## src/design/vbe_sds_pkg.sv

```systemverilog
package vbe_sds_pkg;

  // request codes
  localparam logic [2:0] OP_SET_PIXELS = 3'd0;
  localparam logic [2:0] OP_GET_LENGTHS = 3'd1;
  localparam logic [2:0] OP_SET_BYTES = 3'd2;
  localparam logic [2:0] OP_GET_MAX = 3'd3;
  localparam logic [2:0] OP_SET_START = 3'd4;
  localparam logic [2:0] OP_GET_START = 3'd5;
  localparam logic [2:0] OP_RAW_START = 3'd6;
  localparam logic [2:0] OP_ILLEGAL = 3'd7;

  // mode types
  localparam logic [2:0] MODE_PLANAR4 = 3'd0;
  localparam logic [2:0] MODE_PACKED8 = 3'd1;
  localparam logic [2:0] MODE_RGB15 = 3'd2;
  localparam logic [2:0] MODE_RGB16 = 3'd3;
  localparam logic [2:0] MODE_RGB32 = 3'd4;

  // configuration register indexes
  localparam int CFG_IDX_W = 1;
  localparam int CFG_DATA_W = 25;
  localparam logic [CFG_IDX_W-1:0] CFG_MODE_TYPE = 1'd0;
  localparam logic [CFG_IDX_W-1:0] CFG_VMEM_SIZE = 1'd1;

  localparam logic [2:0] MODE_RESET = MODE_PACKED8;
  localparam logic [24:0] VMEM_RESET = 25'd2097152;
  localparam logic [15:0] MAX_LINE_BYTES = 16'd4096;

  // divider geometry
  localparam int DIV_NUM_W = 32;
  localparam int DIV_DEN_W = 19;
  localparam int DIV_CNT_W = $clog2(DIV_NUM_W + 1);

  typedef struct packed {
    logic [2:0] op;
    logic [15:0] value_x;
    logic [15:0] coord_y;
    logic [31:0] raw_start;
  } in_word_t;

  typedef struct packed {
    logic status;
    logic [15:0] line_bytes;
    logic [15:0] line_pixels;
    logic [15:0] line_count;
    logic [15:0] start_x;
    logic [15:0] start_y;
  } out_word_t;

  // microcode fields
  typedef enum logic [3:0] {
    ACT_NONE,
    ACT_STORE_LEN,
    ACT_LEN_RPT,
    ACT_CNT_WB,
    ACT_MAX_RPT,
    ACT_MUL,
    ACT_SET_START,
    ACT_START_DIV,
    ACT_GS_WB,
    ACT_FAIL,
    ACT_RAW
  } act_t;

  typedef enum logic [2:0] {
    SEQ_DISPATCH,
    SEQ_NEXT,
    SEQ_BRANCH,
    SEQ_GOTO,
    SEQ_WAIT,
    SEQ_FINISH
  } seq_t;

  typedef enum logic [1:0] {
    COND_NONE,
    COND_UNSUP,
    COND_LENZ,
    COND_GSBAD
  } cond_t;

  localparam int PC_W = 5;

  typedef struct packed {
    act_t act;
    seq_t seq;
    cond_t cond;
    logic [PC_W-1:0] target;
  } uword_t;

  typedef struct packed {
    logic unsup;
    logic lenz;
    logic gsbad;
  } cond_flags_t;

  // program addresses
  localparam logic [PC_W-1:0] PC_IDLE = 5'd0;
  localparam logic [PC_W-1:0] PC_SETLEN = 5'd1;
  localparam logic [PC_W-1:0] PC_STORE = 5'd2;
  localparam logic [PC_W-1:0] PC_GETLEN = 5'd3;
  localparam logic [PC_W-1:0] PC_LENRPT = 5'd4;
  localparam logic [PC_W-1:0] PC_LENWAIT = 5'd5;
  localparam logic [PC_W-1:0] PC_CNTWB = 5'd6;
  localparam logic [PC_W-1:0] PC_FINISH = 5'd7;
  localparam logic [PC_W-1:0] PC_GETMAX = 5'd8;
  localparam logic [PC_W-1:0] PC_MAXRPT = 5'd9;
  localparam logic [PC_W-1:0] PC_SETSTART = 5'd10;
  localparam logic [PC_W-1:0] PC_STARTWB = 5'd11;
  localparam logic [PC_W-1:0] PC_GETSTART = 5'd12;
  localparam logic [PC_W-1:0] PC_GSWAIT = 5'd13;
  localparam logic [PC_W-1:0] PC_GSWB = 5'd14;
  localparam logic [PC_W-1:0] PC_FAIL = 5'd15;
  localparam logic [PC_W-1:0] PC_RAW = 5'd16;

  function automatic uword_t ucode_rom(input logic [PC_W-1:0] pc);
    uword_t w;
    w = '{act: ACT_NONE, seq: SEQ_GOTO, cond: COND_NONE, target: PC_IDLE};
    case (pc)
      PC_IDLE: w = '{ACT_NONE, SEQ_DISPATCH, COND_NONE, PC_IDLE};
      PC_SETLEN: w = '{ACT_NONE, SEQ_BRANCH, COND_UNSUP, PC_FAIL};
      PC_STORE: w = '{ACT_STORE_LEN, SEQ_NEXT, COND_NONE, PC_IDLE};
      PC_GETLEN: w = '{ACT_NONE, SEQ_BRANCH, COND_UNSUP, PC_FAIL};
      PC_LENRPT: w = '{ACT_LEN_RPT, SEQ_BRANCH, COND_LENZ, PC_FAIL};
      PC_LENWAIT: w = '{ACT_NONE, SEQ_WAIT, COND_NONE, PC_IDLE};
      PC_CNTWB: w = '{ACT_CNT_WB, SEQ_NEXT, COND_NONE, PC_IDLE};
      PC_FINISH: w = '{ACT_NONE, SEQ_FINISH, COND_NONE, PC_IDLE};
      PC_GETMAX: w = '{ACT_NONE, SEQ_BRANCH, COND_UNSUP, PC_FAIL};
      PC_MAXRPT: w = '{ACT_MAX_RPT, SEQ_GOTO, COND_NONE, PC_FINISH};
      PC_SETSTART: w = '{ACT_MUL, SEQ_BRANCH, COND_UNSUP, PC_FAIL};
      PC_STARTWB: w = '{ACT_SET_START, SEQ_GOTO, COND_NONE, PC_FINISH};
      PC_GETSTART: w = '{ACT_START_DIV, SEQ_BRANCH, COND_GSBAD, PC_FAIL};
      PC_GSWAIT: w = '{ACT_NONE, SEQ_WAIT, COND_NONE, PC_IDLE};
      PC_GSWB: w = '{ACT_GS_WB, SEQ_GOTO, COND_NONE, PC_FINISH};
      PC_FAIL: w = '{ACT_FAIL, SEQ_GOTO, COND_NONE, PC_FINISH};
      PC_RAW: w = '{ACT_RAW, SEQ_GOTO, COND_NONE, PC_FINISH};
      default: w = '{ACT_NONE, SEQ_GOTO, COND_NONE, PC_IDLE};
    endcase
    return w;
  endfunction

  function automatic logic [PC_W-1:0] op_entry(input logic [2:0] op);
    logic [PC_W-1:0] a;
    a = PC_FAIL;
    case (op)
      OP_SET_PIXELS: a = PC_SETLEN;
      OP_SET_BYTES: a = PC_SETLEN;
      OP_GET_LENGTHS: a = PC_GETLEN;
      OP_GET_MAX: a = PC_GETMAX;
      OP_SET_START: a = PC_SETSTART;
      OP_GET_START: a = PC_GETSTART;
      OP_RAW_START: a = PC_RAW;
      OP_ILLEGAL: a = PC_FAIL;
      default: a = PC_FAIL;
    endcase
    return a;
  endfunction

  // log2 of bytes per pixel; planar 4bpp also gives 0
  function automatic logic [1:0] bpp_shift(input logic [2:0] mode);
    logic [1:0] s;
    s = 2'd0;
    case (mode)
      MODE_RGB15: s = 2'd1;
      MODE_RGB16: s = 2'd1;
      MODE_RGB32: s = 2'd2;
      default: s = 2'd0;
    endcase
    return s;
  endfunction

endpackage

```

## src/design/vbe_sds_div.sv

```systemverilog
module vbe_sds_div import vbe_sds_pkg::*; (
  input  logic                 clk,
  input  logic                 rst_n,
  input  logic                 start,
  input  logic [DIV_NUM_W-1:0] dividend,
  input  logic [DIV_DEN_W-1:0] divisor,
  output logic                 busy,
  output logic [DIV_NUM_W-1:0] quot,
  output logic [DIV_DEN_W-1:0] rem
);

  logic [DIV_CNT_W-1:0] cnt_r, cnt_nxt;
  logic [DIV_DEN_W:0] rem_r, rem_nxt;
  logic [DIV_NUM_W-1:0] quo_r, quo_nxt;
  logic [DIV_DEN_W-1:0] den_r;
  logic [DIV_DEN_W:0] shifted;
  logic take;

  // restoring, one quotient bit per cycle
  always_comb begin
    shifted = {rem_r[DIV_DEN_W-1:0], quo_r[DIV_NUM_W-1]};
    take = shifted >= {1'b0, den_r};
    rem_nxt = take ? shifted - {1'b0, den_r} : shifted;
    quo_nxt = {quo_r[DIV_NUM_W-2:0], take};
    cnt_nxt = cnt_r - DIV_CNT_W'(1);
  end

  always_ff @(posedge clk) begin
    if (!rst_n) begin
      cnt_r <= '0;
    end else if (start) begin
      cnt_r <= DIV_CNT_W'(DIV_NUM_W);
    end else if (cnt_r != '0) begin
      cnt_r <= cnt_nxt;
    end
  end

  always_ff @(posedge clk) begin
    if (start) begin
      rem_r <= '0;
      quo_r <= dividend;
      den_r <= divisor;
    end else if (cnt_r != '0) begin
      rem_r <= rem_nxt;
      quo_r <= quo_nxt;
    end
  end

  assign busy = cnt_r != '0;
  assign quot = quo_r;
  assign rem = rem_r[DIV_DEN_W-1:0];

endmodule

```

## src/design/vbe_sds_seq.sv

```systemverilog
module vbe_sds_seq import vbe_sds_pkg::*; (
  input  logic        clk,
  input  logic        rst_n,
  input  logic        in_fire,
  input  logic [2:0]  in_op,
  input  cond_flags_t flags,
  input  logic        div_busy,
  input  logic        out_free,
  output uword_t      uw,
  output logic        idle
);

  logic [PC_W-1:0] pc_r, pc_nxt;
  logic cond_hit;

  assign uw = ucode_rom(pc_r);
  assign idle = uw.seq == SEQ_DISPATCH;

  always_comb begin
    cond_hit = 1'b0;
    case (uw.cond)
      COND_UNSUP: cond_hit = flags.unsup;
      COND_LENZ: cond_hit = flags.lenz;
      COND_GSBAD: cond_hit = flags.gsbad;
      default: cond_hit = 1'b0;
    endcase
  end

  always_comb begin
    pc_nxt = pc_r;
    case (uw.seq)
      SEQ_DISPATCH: pc_nxt = in_fire ? op_entry(in_op) : pc_r;
      SEQ_NEXT: pc_nxt = pc_r + PC_W'(1);
      SEQ_BRANCH: pc_nxt = cond_hit ? uw.target : pc_r + PC_W'(1);
      SEQ_GOTO: pc_nxt = uw.target;
      SEQ_WAIT: pc_nxt = div_busy ? pc_r : pc_r + PC_W'(1);
      SEQ_FINISH: pc_nxt = out_free ? PC_IDLE : pc_r;
      default: pc_nxt = PC_IDLE;
    endcase
  end

  always_ff @(posedge clk) begin
    if (!rst_n) begin
      pc_r <= PC_IDLE;
    end else begin
      pc_r <= pc_nxt;
    end
  end

endmodule

```

## src/design/vbe_scanline_display_start.sv

```systemverilog
// VBE scan-line length and display-start service block.
// Input channel in_valid/in_ready/in_word carries one request word (op,
// value_x, coord_y, raw_start); out_valid/out_ready/out_word returns one
// result word per request. cfg_valid/cfg_ready/cfg_index/cfg_data writes
// mode_type (index 0) or vmem_size (index 1); cfg_ready is always high.
// A microcoded sequencer runs one request at a time. Get max, set start,
// raw start, illegal op and early failures skip the divider; get lengths,
// set lengths and get start run the shared bit-serial divider. No new
// request is accepted until the current one leaves its final step. The
// result sits in an output register, so the next request is accepted while
// a result waits; a stalled receiver holds the sequencer only at its final
// step. Reset (rst_n low, synchronous) clears line length, display start
// and panning, sets mode_type to packed 8bpp and vmem_size to 2 MiB.
module vbe_scanline_display_start import vbe_sds_pkg::*; (
  input  logic                 clk,
  input  logic                 rst_n,
  input  logic                 in_valid,
  output logic                 in_ready,
  input  in_word_t             in_word,
  output logic                 out_valid,
  input  logic                 out_ready,
  output out_word_t            out_word,
  input  logic                 cfg_valid,
  output logic                 cfg_ready,
  input  logic [CFG_IDX_W-1:0] cfg_index,
  input  logic [CFG_DATA_W-1:0] cfg_data
);

  logic [2:0] mode_r;
  logic [24:0] vmem_r;
  in_word_t word_r;
  logic [15:0] lu_r;
  logic [31:0] start_r;
  logic [3:0] pan_r;
  logic [31:0] prod_r;
  out_word_t res_r;
  logic out_valid_r;
  out_word_t out_word_r;

  uword_t uw;
  cond_flags_t flags;
  logic idle, in_fire, out_free;

  logic div_start, div_busy;
  logic [DIV_NUM_W-1:0] div_num, div_quot;
  logic [DIV_DEN_W-1:0] div_den, div_rem;

  logic planar;
  logic [1:0] sh;
  logic [18:0] len_raw, len_up, lu8, lu8_sh, gs_x;
  logic [15:0] rpt_bytes, rpt_pixels;
  logic [17:0] rpt_div;
  logic [19:0] mul_factor;
  logic [35:0] mul_full;
  logic [31:0] add_term, s_sum;

  assign cfg_ready = 1'b1;
  assign in_ready = idle;
  assign in_fire = in_valid && in_ready;
  assign out_free = !out_valid_r || out_ready;
  assign out_valid = out_valid_r;
  assign out_word = out_word_r;

  always_comb begin
    planar = mode_r == MODE_PLANAR4;
    sh = bpp_shift(mode_r);

    if (word_r.op == OP_SET_PIXELS) begin
      len_raw = planar ? {4'b0, word_r.value_x[15:1]} : ({3'b0, word_r.value_x} << sh);
    end else begin
      len_raw = planar ? {1'b0, word_r.value_x, 2'b0} : {3'b0, word_r.value_x};
    end
    len_up = (len_raw[2:0] != 3'd0) ? len_raw + 19'd8 : len_raw;

    lu8 = {lu_r, 3'b0};
    lu8_sh = lu8 >> sh;
    rpt_bytes = planar ? {lu_r[14:0], 1'b0} : lu8[15:0];
    rpt_pixels = planar ? {lu_r[11:0], 4'b0} : lu8_sh[15:0];
    rpt_div = planar ? {rpt_bytes, 2'b0} : {2'b0, rpt_bytes};

    mul_factor = planar ? {lu_r, 4'b0} : {1'b0, lu8};
    mul_full = mul_factor * word_r.coord_y;
    add_term = (mode_r == MODE_PLANAR4 || mode_r == MODE_PACKED8) ?
               {16'b0, word_r.value_x} : ({16'b0, word_r.value_x} << sh);
    s_sum = prod_r + add_term;

    gs_x = div_rem + {15'b0, pan_r};

    flags.unsup = mode_r > MODE_RGB32;
    flags.lenz = rpt_div == 18'd0;
    flags.gsbad = (lu_r == 16'd0) || (mode_r != MODE_PACKED8);
  end

  always_comb begin
    div_start = 1'b0;
    div_num = {7'b0, vmem_r};
    div_den = {1'b0, rpt_div};
    case (uw.act)
      ACT_LEN_RPT: div_start = !flags.lenz;
      ACT_START_DIV: begin
        div_start = !flags.gsbad;
        div_num = {start_r[29:0], 2'b0};
        div_den = lu8;
      end
      default: div_start = 1'b0;
    endcase
  end

  always_ff @(posedge clk) begin
    if (!rst_n) begin
      mode_r <= MODE_RESET;
      vmem_r <= VMEM_RESET;
    end else if (cfg_valid && cfg_ready) begin
      case (cfg_index)
        CFG_MODE_TYPE: mode_r <= cfg_data[2:0];
        CFG_VMEM_SIZE: vmem_r <= cfg_data[24:0];
        default: ;
      endcase
    end
  end

  always_ff @(posedge clk) begin
    if (in_fire) begin
      word_r <= in_word;
    end
  end

  always_ff @(posedge clk) begin
    if (!rst_n) begin
      lu_r <= '0;
      start_r <= '0;
      pan_r <= '0;
    end else begin
      case (uw.act)
        ACT_STORE_LEN: lu_r <= len_up[18:3];
        ACT_SET_START: begin
          if (planar) begin
            start_r <= {3'b0, s_sum[31:3]};
            pan_r <= {1'b0, s_sum[2:0]};
          end else if (mode_r == MODE_PACKED8) begin
            start_r <= {2'b0, s_sum[31:2]};
            pan_r <= {1'b0, s_sum[1:0], 1'b0};
          end else begin
            start_r <= {2'b0, s_sum[31:2]};
          end
        end
        ACT_RAW: start_r <= word_r.raw_start;
        default: ;
      endcase
    end
  end

  always_ff @(posedge clk) begin
    case (uw.act)
      ACT_MUL: prod_r <= mul_full[31:0];
      ACT_LEN_RPT: begin
        res_r <= '{status: 1'b0, line_bytes: rpt_bytes, line_pixels: rpt_pixels,
                   line_count: 16'd0, start_x: 16'd0, start_y: 16'd0};
      end
      ACT_CNT_WB: res_r.line_count <= div_quot[15:0];
      ACT_MAX_RPT: begin
        res_r <= '{status: 1'b0, line_bytes: MAX_LINE_BYTES,
                   line_pixels: MAX_LINE_BYTES >> sh,
                   line_count: {3'b0, vmem_r[24:12]},
                   start_x: 16'd0, start_y: 16'd0};
      end
      ACT_SET_START: res_r <= '0;
      ACT_GS_WB: begin
        res_r <= '{status: 1'b0, line_bytes: 16'd0, line_pixels: 16'd0,
                   line_count: 16'd0, start_x: gs_x[15:0],
                   start_y: div_quot[15:0]};
      end
      ACT_RAW: res_r <= '0;
      ACT_FAIL: begin
        res_r <= '{status: 1'b1, line_bytes: 16'd0, line_pixels: 16'd0,
                   line_count: 16'd0, start_x: 16'd0, start_y: 16'd0};
      end
      default: ;
    endcase
  end

  always_ff @(posedge clk) begin
    if (!rst_n) begin
      out_valid_r <= 1'b0;
    end else if (uw.seq == SEQ_FINISH && out_free) begin
      out_valid_r <= 1'b1;
    end else if (out_ready) begin
      out_valid_r <= 1'b0;
    end
  end

  always_ff @(posedge clk) begin
    if (uw.seq == SEQ_FINISH && out_free) begin
      out_word_r <= res_r;
    end
  end

  vbe_sds_seq u_seq (
    .clk(clk),
    .rst_n(rst_n),
    .in_fire(in_fire),
    .in_op(in_word.op),
    .flags(flags),
    .div_busy(div_busy),
    .out_free(out_free),
    .uw(uw),
    .idle(idle)
  );

  vbe_sds_div u_div (
    .clk(clk),
    .rst_n(rst_n),
    .start(div_start),
    .dividend(div_num),
    .divisor(div_den),
    .busy(div_busy),
    .quot(div_quot),
    .rem(div_rem)
  );

  a_accept_leaves_idle: assert property (@(posedge clk) disable iff (!rst_n)
    in_valid && in_ready |=> !in_ready)
    else $error("sequencer stayed at dispatch after accept");

  a_div_idle_at_dispatch: assert property (@(posedge clk) disable iff (!rst_n)
    div_busy |-> !in_ready)
    else $error("divider running while sequencer dispatches");

  a_fail_zero_fields: assert property (@(posedge clk) disable iff (!rst_n)
    out_valid && out_word.status |->
      out_word.line_bytes == 16'd0 && out_word.line_pixels == 16'd0 &&
      out_word.line_count == 16'd0 && out_word.start_x == 16'd0 &&
      out_word.start_y == 16'd0)
    else $error("failed result carries nonzero fields");

endmodule
```

## config.mk

```make
export PLATFORM = sky130hd
export DESIGN_NAME = vbe_scanline_display_start
export DESIGN_NICKNAME = d
export VERILOG_FILES = /design/src/design/vbe_sds_pkg.sv /design/src/design/vbe_sds_div.sv /design/src/design/vbe_sds_seq.sv /design/src/design/vbe_scanline_display_start.sv
export SDC_FILE = /design/constraint.sdc
export NUM_CORES = 1
export LEC_CHECK = 0
export BUFFER_PORTS_ARGS = -buffer_cell sky130_fd_sc_hd__buf_2
export CORE_MARGIN = 10
export CORE_UTILIZATION = 45
export DETAILED_ROUTE_END_ITERATION = 8
export PLACE_DENSITY = 0.63
export SLEW_MARGIN = 20
export SYNTH_ARGS = -nofsm -noshare
export SYNTH_HDL_FRONTEND = slang
export SYNTH_SLANG_ARGS = --single-unit
```

## constraint.sdc

```tcl
create_clock -name clk -period 9.2 [get_ports clk]
set_clock_uncertainty 0.05 [all_clocks]
set_input_delay 1.38 -clock clk [delete_from_list [all_inputs] [get_ports clk]]
set_output_delay 1.38 -clock clk [all_outputs]
set_load 0.1 [all_outputs]
```

# After elaboration in Yosys (flattened, before gate mapping)

Memory sizes are Yosys's and may differ from the RTL's. A register that Yosys moved wholly into a read port is not among the register bits.
Cells that the tools add are included.

Multipliers: 1
Reductions and logical operators: 31
$lt $le $gt $ge: 2
Muxes and demuxes: 35
Equal/unequal tests: 26
Bitwise gates (word level): 2
Shift-type cells: 4
Add/sub/neg operators: 6

Operators with widths:

| cell                    | count |
|---|---|
| $pmux W33 S4            | 1 |
| $mux W32                | 4 |
| $mux W19                | 4 |
| $pmux W32 S2            | 1 |
| $pmux W30 S2            | 1 |
| $mux W18                | 3 |
| $pmux W16 S3            | 1 |
| $add A32 B32 Y32        | 1 |
| $mul A20 B16 Y32        | 1 |
| $mux W16                | 2 |
| $shl A16 B2 Y32         | 1 |
| $mux W30                | 1 |
| $mux W5                 | 6 |
| $pmux W5 S6             | 1 |
| $ge A20 B19 Y1          | 1 |
| $mux W20                | 1 |
| $add A19 B4 Y19 const B | 1 |
| $shl A16 B2 Y19         | 1 |
| $shr A19 B2 Y16         | 1 |
| $sub A19 B19 Y19        | 1 |
| $logic_not A18 Y1       | 1 |
| $add A16 B4 Y16         | 1 |
| $eq A4 B3 Y1 const B    | 4 |
| $logic_not A16 Y1       | 1 |
| 35 further kinds        | 66 |

Bits in read-only memories: 456
Flip-flop bits (word level): 419
Memories kept: 2

Memory list:

| name             | depth | width | rd ports | clocked after memory_dff | wr ports | RTL line           | RTL |
|---|---|---|---|---|---|---|---|
| (name not given) | 32    | 13    | 1        | 1                        | 0        | vbe_sds_pkg.sv:119 | `case (pc)` |
| (name not given) | 8     | 5     | 1        | 0                        | 0        | vbe_sds_pkg.sv:145 | `case (op)` |

# Depth between registers and ports, before layout

Depth in word-level cells: 9
Gate-level depth with buffers: 31
Depth with buffers taken out: 25

# Cells and area by module

Synthesis repeated with hierarchy kept, for this count alone.

Cell total of the unflattened synthesis: 2859
Area, all modules: 28887.7 µm²

By module, submodules not included:

| module                     | area each (µm²) | sequential area each (µm²) | cells each | instances |
|---|---|---|---|---|
| vbe_scanline_display_start | 23598.9         | 9188.8                     | 2345       | 1 |
| vbe_sds_div                | 4025.1          | 2031.9                     | 372        | 1 |
| vbe_sds_seq                | 1263.7          | 320.3                      | 142        | 1 |

# Least setup slack after synthesis

No wires, ideal clock.

Path type: register to register
Start point: reg mode_r[2]
End point: reg prod_r[30], data pin
Slack: 1.535 ns
Stages on the path, launching flop included: 29
Setup time: 0.257 ns
Data required time: 8.893 ns
Arrival: 7.358 ns
Period minus slack after synthesis: 7.665 ns
Cell sequence: dfxtp_1 buf_2 or3_1 buf_2 buf_6 clkbuf_1 buf_1 nand2_1 nand2_1 clkbuf_1 nand2_1 fa_1 inv_1 fa_1 fa_1 fa_1 fa_1 inv_1 fa_1 inv_1 ha_1 a21o_1 a21o_1 a21o_1 a211o_1 a31o_2 a21o_1 a221o_1 xor2_1

Longest elaborated chain between the ends: 3

RTL lines:

| item                   | RTL line                          | RTL |
|---|---|---|
| start, declared        | vbe_scanline_display_start.sv:29  | `logic [2:0] mode_r;` |
| start signal, assigned | vbe_scanline_display_start.sv:115 | `CFG_MODE_TYPE: mode_r <= cfg_data[2:0];` |
| $logic_not A3 Y1       | vbe_scanline_display_start.sv:65  | `planar = mode_r == MODE_PLANAR4;` |
| $mux W20               | vbe_scanline_display_start.sv:81  | `mul_factor = planar ? {lu_r, 4'b0} : {1'b0, lu8};` |
| $mul A20 B16 Y32       | vbe_scanline_display_start.sv:82  | `mul_full = mul_factor * word_r.coord_y;` |
| net mul_full[30]       | vbe_scanline_display_start.sv:54  | `logic [35:0] mul_full;` |
| end signal, assigned   | vbe_scanline_display_start.sv:155 | `ACT_MUL: prod_r <= mul_full[31:0];` |
| end, declared          | vbe_scanline_display_start.sv:35  | `logic [31:0] prod_r;` |

The timed path passes the listed nets, and every way through them passes these cells.
A chain may end at the register's enable or synchronous reset.

# Final worst setup path

Same ends and word-level chain as after synthesis.

==> impl_metrics.json <==
{
  "clockBufferDepth": 3,
  "grt_pass1_vias": 21152,
  "numCtsBuffers": 46,
  "core_um2": 63000,
  "clk_pin_slew_ns": 0.06,
  "synthesis.area_um2": 28600,
  "drc": 0,
  "leakage_nw": 13.1,
  "vias": 21445,
  "antennaDiodeCount": 0,
  "path_cells": "nor3_4, buf_4, nand2_1, nand2_1, nand2_1, fa_1, inv_1, fa_1, fa_1, fa_1, fa_1, inv_1, fa_1, inv_1, ha_1, a21o_1, a21o_1, a21o_1, a211o_1, a31o_2, a21o_1, a221o_1, xor2_1",
  "fp.dieW_um": 272,
  "dieHeight_um": 272,
  "postCtsSetupBuffers": 0,
  "routed_wl_um": 77600,
  "avgRoutedWirePerCell_um": 20.1,
  "portBuffers": 177,
  "yosys_warnings": 0,
  "start_kind": "flip-flop",
  "required_ns": 9.50,
  "gp_congestion": 0.915,
  "hp-class": "reg2reg",
  "setup_slack_ns": 1.23,
  "dpl_worst_slack_ns": 1.29,
  "grt_max_degree": 82,
  "fmax_mhz": 125,
  "worstMarginPinSlew_ns": 1.06,
  "worstPathMaxFanout": 26,
  "h-tree-depth": 2,
  "synth_area_leaders": "edfxtp_1 32%, fa_1 14%, dfxtp_1 8.3%",
  "synth_common_cells": "388 x nand2_1, 317 x inv_1, 304 x edfxtp_1",
  "clk_latency_ns": 0.62,
  "critPathSlowestCell": "fa_1",
  "avgSynthCellArea_um2": 9.96,
  "nets": 3420,
  "synth-main-ff-cell": "edfxtp_1",
  "start_util_pct": 45.4,
  "synth-seq-cells": 423,
  "critPathMostFrequentCell": "fa_1",
  "hold_buffers": 0,
  "async_reset_ff_share_pct": 0,
  "ys_types": 99,
  "hold_violations": 0,
  "rows": 92,
  "endpoint_kind": "flip-flop",
  "holdWs_ns": 0.366,
  "cts_tree": "yes",
  "dpl.hpwl_um": 58200,
  "fin_crit_sh_pct": 86.7,
  "rsz0062_at_grt": "false",
  "synth_seq_area_share_pct": 40.2,
  "yosysTopAreaCell": "edfxtp_1",
  "drv_cap": 0,
  "clock-sinks": 423,
  "nFillCells": 5686,
  "ir_worst_vdd_v": 0.000161,
  "critical_path.max_stage_delay_ns": 0.57,
  "root_buffer": "clkbuf_16",
  "yosysTopAreaCellShare_pct": 31.9,
  "dr.pass1.iters": 5,
  "antenna_found_initial": 0,
  "stdcell_count": 3866,
  "io_pins": 182,
  "final_max_slew_viol_count": 0,
  "status": "finished clean",
  "dieArea_um2": 74100,
  "grt-ovfl-total": 0,
  "ant_nets": 0,
  "drtIter0Drc": 1869,
  "grt_util_all_layers_pct": 20.5,
  "setup_viol": 0,
  "period_minus_slack_ns": 7.97,
  "powerDensity_nw_per_um2": 275,
  "path_class": "reg2reg",
  "synth_edf_count": 304,
  "synth_most_common_cell": "nand2_1",
  "relSlewSlack_pct": 29.6,
  "dp_cells": 3780,
  "cts_resized": 0,
  "critical_path_arrival_ns": 8.27,
  "area_growth_pct": 11.5,
  "setup_tns_ns": 0,
  "via_per_inst": 5.55,
  "grt_pass1_wl_um": 122000,
  "syn_inst": 2873,
  "drive_above_1_share_pct": 11.9
}
==> final cells by class <==
cell class | count | area, µm² | area share (%)
multi-input cells | 1965 | 15300 | 47.9
flip-flops and latches | 423 | 11500 | 36.1
repair buffers | 226 | 1260 | 3.95
clock buffers | 58 | 1240 | 3.88
inverters | 320 | 1200 | 3.77
well taps | 846 | 1060 | 3.32
clock inverters | 28 | 362 | 1.13
==> metrics by stage <==
stage / utilization, % / power, mW / area (µm²)
detailed placement: 48.1 / 6.81 / 30300
global placement: 48.1 / 6.68 / 30300
CTS: 50.6 / 8.80 / 31900
finish: 50.7 / 8.76 / 31900
global route: 50.7 / 9.40 / 31900
floorplan: - / 5.80 / 28600
==> sequential cells by signal, indices dropped and copies added (netlist names), 16 cells and up <==
name         flops
out_word        80
res_r           80
word_r          65
u_div.quot      32
start_r         30
prod_r          29
vmem_r          25
u_div.rem_r     19
u_div.den_r     18
lu_r            16
==> worst paths after layout <==
path	depth (start not counted)	slack [ns]	to	start
max	23	1.23	prod_r[30]$_DFFE_PN_	mode_r[2]$_SDFFE_PN0P_
min reg2reg	0	0.37	out_word[40]$_DFFE_PP_	res_r[40]$_DFFE_PP_
max reg2reg	23	1.23	prod_r[30]$_DFFE_PN_	mode_r[2]$_SDFFE_PN0P_
min	0	0.37	out_word[40]$_DFFE_PP_	res_r[40]$_DFFE_PP_
==> critical path, delay by kind of cell (launching register included) <==
family,cells,cell delay (ns)
compound gates,7,1.68
xor+xnor,1,0.15
fa+ha+maj,7,3.56
buf+inv,4,0.49
flops,1,0.48
simple gates,4,1.31
==> power by group <==
group          internal [mW]  switching (mW)  leakage [nW]  total (mW)
clock network           1.14           0.820         0.772        1.96
logic                   1.38            2.24          8.50        3.62
registers               2.75           0.429          3.82        3.18
==> placed cells by master (no fill, tap or decap), types with 13 or more instances in the layout <==
cell type	Yosys	routed
nand2_1	388	388
inv_1	317	316
edfxtp_1	304	304
fa_1	206	206
buf_2	18	177
nor2_1	154	151
a21oi_1	148	148
and2_1	137	136
ha_1	134	134
dfxtp_1	119	117
o21ai_0	78	77
xnor2_1	53	53
nand3_1	52	52
nor3_1	51	49
buf_4	2	48
a31oi_1	46	46
clkbuf_16	0	46
and3_1	37	37
a211oi_1	36	36
mux2i_1	34	34
or3_1	30	30
o211ai_1	28	28
xor2_1	27	27
nor2b_1	26	26
a21o_1	25	25
nand2b_1	25	24
a22o_1	23	23
a221oi_1	15	14
a222oi_1	13	13
==> kinds of logic (layout without fill, tap and decap cells) <==
logic type	Yosys count	after routing	synth area share (%)
multiplexers	39	39	1.46
AO/OA/AOI/OAI	535	535	12.6
XOR/XNOR	80	80	2.45
AND/OR/NAND/NOR	965	965	16.4
flip-flops	423	423	40.2
buffers and inverters	489	632	6.62
adder cells (fa/ha/maj)	340	340	20.3
other	2	6	0.0262
==> metal layers <==
layer / wire, µm / global-route usage [%]
met4: 1910 / 5.96
met3: 6100 / 4.55
met2: 34200 / 31.5
met1: 35500 / 28.7
met5: 0 / 0
No activity file was read; power rests on OpenSTA's default activity.
